[src/rtl/core/gsl_pkg.sv]
package gsl_pkg;

  localparam int MAX_STRINGS_DEF = 8;
  localparam int MAX_LEN_DEF     = 64;
  localparam int OUT_LEN_W       = 10;

  typedef struct packed {
    logic [7:0] char_code;
    logic       char_valid;
    logic       end_of_string;
    logic       end_of_set;
  } gsl_in_t;

  typedef struct packed {
    logic [OUT_LEN_W-1:0] superstring_length;
    logic                 overflow;
  } gsl_out_t;

  typedef enum logic [3:0] {
    ST_IDLE,
    ST_ROUND,
    ST_PAIR,
    ST_RD,
    ST_CMP,
    ST_AP_INIT,
    ST_AP_CHK,
    ST_AP_RD,
    ST_AP_WR,
    ST_AP_END,
    ST_EMIT
  } gsl_state_t;

  typedef enum logic [3:0] {
    OP_NONE,
    OP_LOAD,
    OP_ROUND_INIT,
    OP_PAIR_SKIP,
    OP_PAIR_ZERO,
    OP_PAIR_START,
    OP_READ,
    OP_CMP_NEXT,
    OP_CMP_SHORTER,
    OP_MATCH,
    OP_AP_INIT,
    OP_AP_READ,
    OP_AP_WRITE,
    OP_AP_END,
    OP_EMIT
  } gsl_op_t;

  typedef struct packed {
    gsl_op_t op;
  } gsl_cmd_t;

  typedef struct packed {
    logic pair_valid;
    logic pair_trivial;
    logic last_pair;
    logic char_eq;
    logic k_last;
    logic n_one;
    logic ap_more;
    logic rem_le1;
  } gsl_stat_t;

endpackage

[src/rtl/core/gsl_ctrl.sv]
module gsl_ctrl (
  input  logic              clk,
  input  logic              rst_n,
  input  logic              start,
  input  logic              end_of_set,
  input  gsl_pkg::gsl_stat_t stat,
  output gsl_pkg::gsl_cmd_t  cmd,
  output logic              busy
);
  import gsl_pkg::*;

  gsl_state_t state_r, state_nxt;

  always_ff @(posedge clk) begin
    if (!rst_n) begin
      state_r <= ST_IDLE;
    end else begin
      state_r <= state_nxt;
    end
  end

  always_comb begin
    state_nxt = state_r;
    unique case (state_r)
      ST_IDLE:    if (start && end_of_set) state_nxt = ST_ROUND;
      ST_ROUND:   state_nxt = stat.rem_le1 ? ST_EMIT : ST_PAIR;
      ST_PAIR: begin
        if (stat.pair_valid && !stat.pair_trivial) begin
          state_nxt = ST_RD;
        end else if (stat.last_pair) begin
          state_nxt = ST_AP_INIT;
        end
      end
      ST_RD:      state_nxt = ST_CMP;
      ST_CMP: begin
        if (stat.char_eq && !stat.k_last) begin
          state_nxt = ST_RD;
        end else if (!stat.char_eq && !stat.n_one) begin
          state_nxt = ST_RD;
        end else begin
          state_nxt = stat.last_pair ? ST_AP_INIT : ST_PAIR;
        end
      end
      ST_AP_INIT: state_nxt = ST_AP_CHK;
      ST_AP_CHK:  state_nxt = stat.ap_more ? ST_AP_RD : ST_AP_END;
      ST_AP_RD:   state_nxt = ST_AP_WR;
      ST_AP_WR:   state_nxt = ST_AP_CHK;
      ST_AP_END:  state_nxt = ST_ROUND;
      ST_EMIT:    state_nxt = ST_IDLE;
      default:    state_nxt = ST_IDLE;
    endcase
  end

  always_comb begin
    cmd.op = OP_NONE;
    busy   = 1'b1;
    unique case (state_r)
      ST_IDLE: begin
        busy = 1'b0;
        if (start) cmd.op = OP_LOAD;
      end
      ST_ROUND:   if (!stat.rem_le1) cmd.op = OP_ROUND_INIT;
      ST_PAIR: begin
        if (!stat.pair_valid) cmd.op = OP_PAIR_SKIP;
        else if (stat.pair_trivial) cmd.op = OP_PAIR_ZERO;
        else cmd.op = OP_PAIR_START;
      end
      ST_RD:      cmd.op = OP_READ;
      ST_CMP: begin
        if (stat.char_eq && stat.k_last) cmd.op = OP_MATCH;
        else if (stat.char_eq) cmd.op = OP_CMP_NEXT;
        else if (stat.n_one) cmd.op = OP_PAIR_ZERO;
        else cmd.op = OP_CMP_SHORTER;
      end
      ST_AP_INIT: cmd.op = OP_AP_INIT;
      ST_AP_CHK:  cmd.op = OP_NONE;
      ST_AP_RD:   cmd.op = OP_AP_READ;
      ST_AP_WR:   cmd.op = OP_AP_WRITE;
      ST_AP_END:  cmd.op = OP_AP_END;
      ST_EMIT:    cmd.op = OP_EMIT;
      default:    cmd.op = OP_NONE;
    endcase
  end

endmodule

[config.mk]
export PLATFORM = sky130hd
export DESIGN_NAME = gsl_ctrl
export DESIGN_NICKNAME = d
export VERILOG_FILES = /design/src/rtl/core/gsl_pkg.sv /design/src/rtl/core/gsl_ctrl.sv
export SDC_FILE = /design/constraint.sdc
export NUM_CORES = 1
export LEC_CHECK = 0
export BUFFER_PORTS_ARGS = -buffer_cell sky130_fd_sc_hd__buf_2
export CAP_MARGIN = 20
export CORE_AREA = 8 8 45 47
export DETAILED_ROUTE_END_ITERATION = 8
export DIE_AREA = 0 0 53 55
export SYNTH_ARGS = -nofsm -noshare
export SYNTH_HDL_FRONTEND = slang
export SYNTH_SLANG_ARGS = --single-unit
[constraint.sdc]
create_clock -name clk -period 1.74 [get_ports clk]
set_input_delay 0.348 -clock clk [delete_from_list [all_inputs] [get_ports clk]]
set_output_delay 0.348 -clock clk [all_outputs]
set_load 0.005 [all_outputs]
==> metrics.yaml <==
status:
  status: "complete, no violations"
final_layout:
  area_delta_synth_final_pct: 30.4
  fin_util_pct: 49.3
  largest_register_ffs: 4
  drive_gt1_share_pct: 41.1
  top_regs: "state_r (4)"
  largest-register: "state_r"
  fin_nets: 109
  final_common_cell: "buf_2"
  diodes: 0
  final_cell_mix: "16 x buf_2, 9 x nand2_1, 7 x buf_4"
sta:
  drv_slew: 0
  worst_slew_pin_slew_ps: 323
  finalSetupTns_ps: 0
  setup_viol: 0
  fin_crit_sh_pct: 94.6
  rsz0062_at_grt: "false"
  relSlewSlack_pct: 78.4
  max_freq_mhz: 608
  skew_ps: 2.22
  min_period_ps: 1650
  hold_viol_final: 0
logic_synthesis:
  syn_area_um2: 523
  synth_seq_area_share_pct: 15.3
  synth_fp_nets: 86
  synth_top_family_by_area: "compound AO/OA/AOI/OAI gates"
  synth_compound_area_share_pct: 35.6
  synth-xor-area-share_pct: 0
  synthSimpleGateAreaFrac_pct: 33.0
  synth_edf_count: 0
  async_reset_ff_share_pct: 0
  synthDistinctLibCells: 38
  syn_inst: 74
  ys.flop_type: "dfxtp_1"
  synthAdderAreaFrac_pct: 0
  syn-mean-instance-area_um2: 7.07
  synth-seq-cells: 4
  synthMuxAreaShare_pct: 6.94
  yosys_warnings: 0
drt:
  viasPerCell: 5.36
  wl_mm: 1.40
  drt-initial-drc-count: 16
  drt-pass1-iter-count: 4
  wl_per_cell_um: 12.6
  ant_nets: 0
  route.detailed.drc: 0
  dr_total_vias: 595
cts:
  cts-root-buf: "clkbuf_4"
  path_clk_slew_ps: 40
  numCtsBuffers: 3
  postCtsHoldBufs: 0
  clk_latency_ps: 230
  clk_path_buf_depth: 2
  h-tree-depth: 1
  cts.sinks: 4
  cts_tree: "built"
  cts_setup_buffers: 0
worst_setup_path:
  end_kind: "primary output"
  crit_path_max_fanout: 10
  arrival_ps: 1300
  crit_required_ps: 1390
  critPathLaunchType: "flip-flop"
  crit_type: "flip-flop to primary output"
power:
  p_comb_share_pct: 65.3
  power_frac_seq_pct: 23.3
  p_sw_share_pct: 45.5
  p_int_mw: 0.546
  power_mw: 1.00
  irDropWorstVdd_mv: 0.752
  powerDensity_mw_per_mm2: 1470
  power.leakage_nw: 0.323
  pwr-share-clk_pct: 11.4
  switching_power_mw: 0.455
worst_hold_path:
  hp-class: "input pin to flip-flop"
floorplanning:
  dieArea_mm2: 0.00292
  start_util_pct: 37.8
  coreArea_mm2: 0.00138
  dieWidth_um: 53
  ioPinCount: 17
  die_h_um: 55
  num_rows: 14
global_route:
  grt_pass1_wl_mm: 2.21
  first_global_vias: 509
  grt_max_degree: 14
  track_usage_pct: 9.87
  grt_overflow: 0
  antenna_found_initial: 0
placed_design:
  io_buffer_count: 16
  dp_hpwl_mm: 1.08
  routabilityCongestion: 0.780
job:
  maxCapViolCount: 0
[worst paths after layout]
| path | slack [ps] | endpoint | startpoint | cells after the start |
|---|---|---|---|---|
| setup / recovery | 90 | cmd[0] | state_r[2] | 5 |
| setup reg to reg | 400 | state_r[2] | state_r[3] | 6 |
| hold / removal | 360 | state_r[1] | rst_n | 2 |
| hold reg to reg | 590 | state_r[3] | state_r[3] | 2 |
[power by group through the flow]
stage	clock [mW]	combinational, mW	sequential [mW]
final	0.115	0.654	0.233
after global routing	0.128	0.728	0.244
after CTS	0.120	0.649	0.219
after detailed placement	0	0.645	0.215
after global placement	0	0.658	0.214
after floorplan	0	0.480	0.170
[worst max-delay path, cell delays in order (launching register included)]
cell and delay [ps]:
dfxtp_4 370, buf_4 160, a21o_1 150, a32oi_1 150, o22ai_1 100, buf_2 130
[routing by layer]
metal	share of wire, %	global-route usage, %	routed length [µm]
met2	48	16.8	673
met3	5.0	2.67	70
met5	0	0	0
met4	0	2.59	0
met1	47	12.0	659
[repair_timing]
item | CTS | global route
hold endpoints to repair | 0 | 0
endpoints found under the setup margin | 3 | 4
gates resized for setup | 3 | 6
[synthesized netlist by cell type, types with 2 or more instances]
library cell	n	area share, %
nand2_1	9	6.5
nor2_1	6	4.3
a21oi_1	5	4.8
dfxtp_1	4	15
nand3_1	3	2.9
nor2b_1	3	3.6
o21ai_1	3	2.9
a31oi_1	2	2.4
and2b_1	2	2.9
buf_2	2	1.9
buf_4	2	2.9
inv_1	2	1.4
nand2b_1	2	2.4
nand4_1	2	2.4
nor3b_1	2	2.9
o21ai_0	2	1.9
o22ai_1	2	2.4
[logic make-up (layout without fill, tap and decap cells)]
kind of cell	after synthesis	after routing
buf+inv	8	29
compound gates	27	27
simple gates	32	32
mux	3	3
flops	4	4
[cell type report]
| class | count | area [µm²] |
|---|---|---|
| fillers | 149 | 702 |
| multi-input cells | 62 | 403 |
| repair buffers | 23 | 133 |
| flip-flops and latches | 4 | 92.6 |
| clock buffers | 3 | 22.5 |
| well taps | 16 | 20.0 |
| inverters | 3 | 11.3 |
[stage by stage]
stage / hold WS [ps] / setup WS, ps / area, µm² / instances
2_1_floorplan: 465 / 346 / 523 / 74
4_1_cts: 351 / 50.0 / 666 / 111
6_report: 358 / 94.8 / 682 / 111
3_5_place_dp: 595 / 212 / 639 / 108
5_1_grt: 369 / 9.74 / 682 / 111
3_3_place_gp: 589 / 177 / 639 / 108
(Power assumes the default switching activity.)
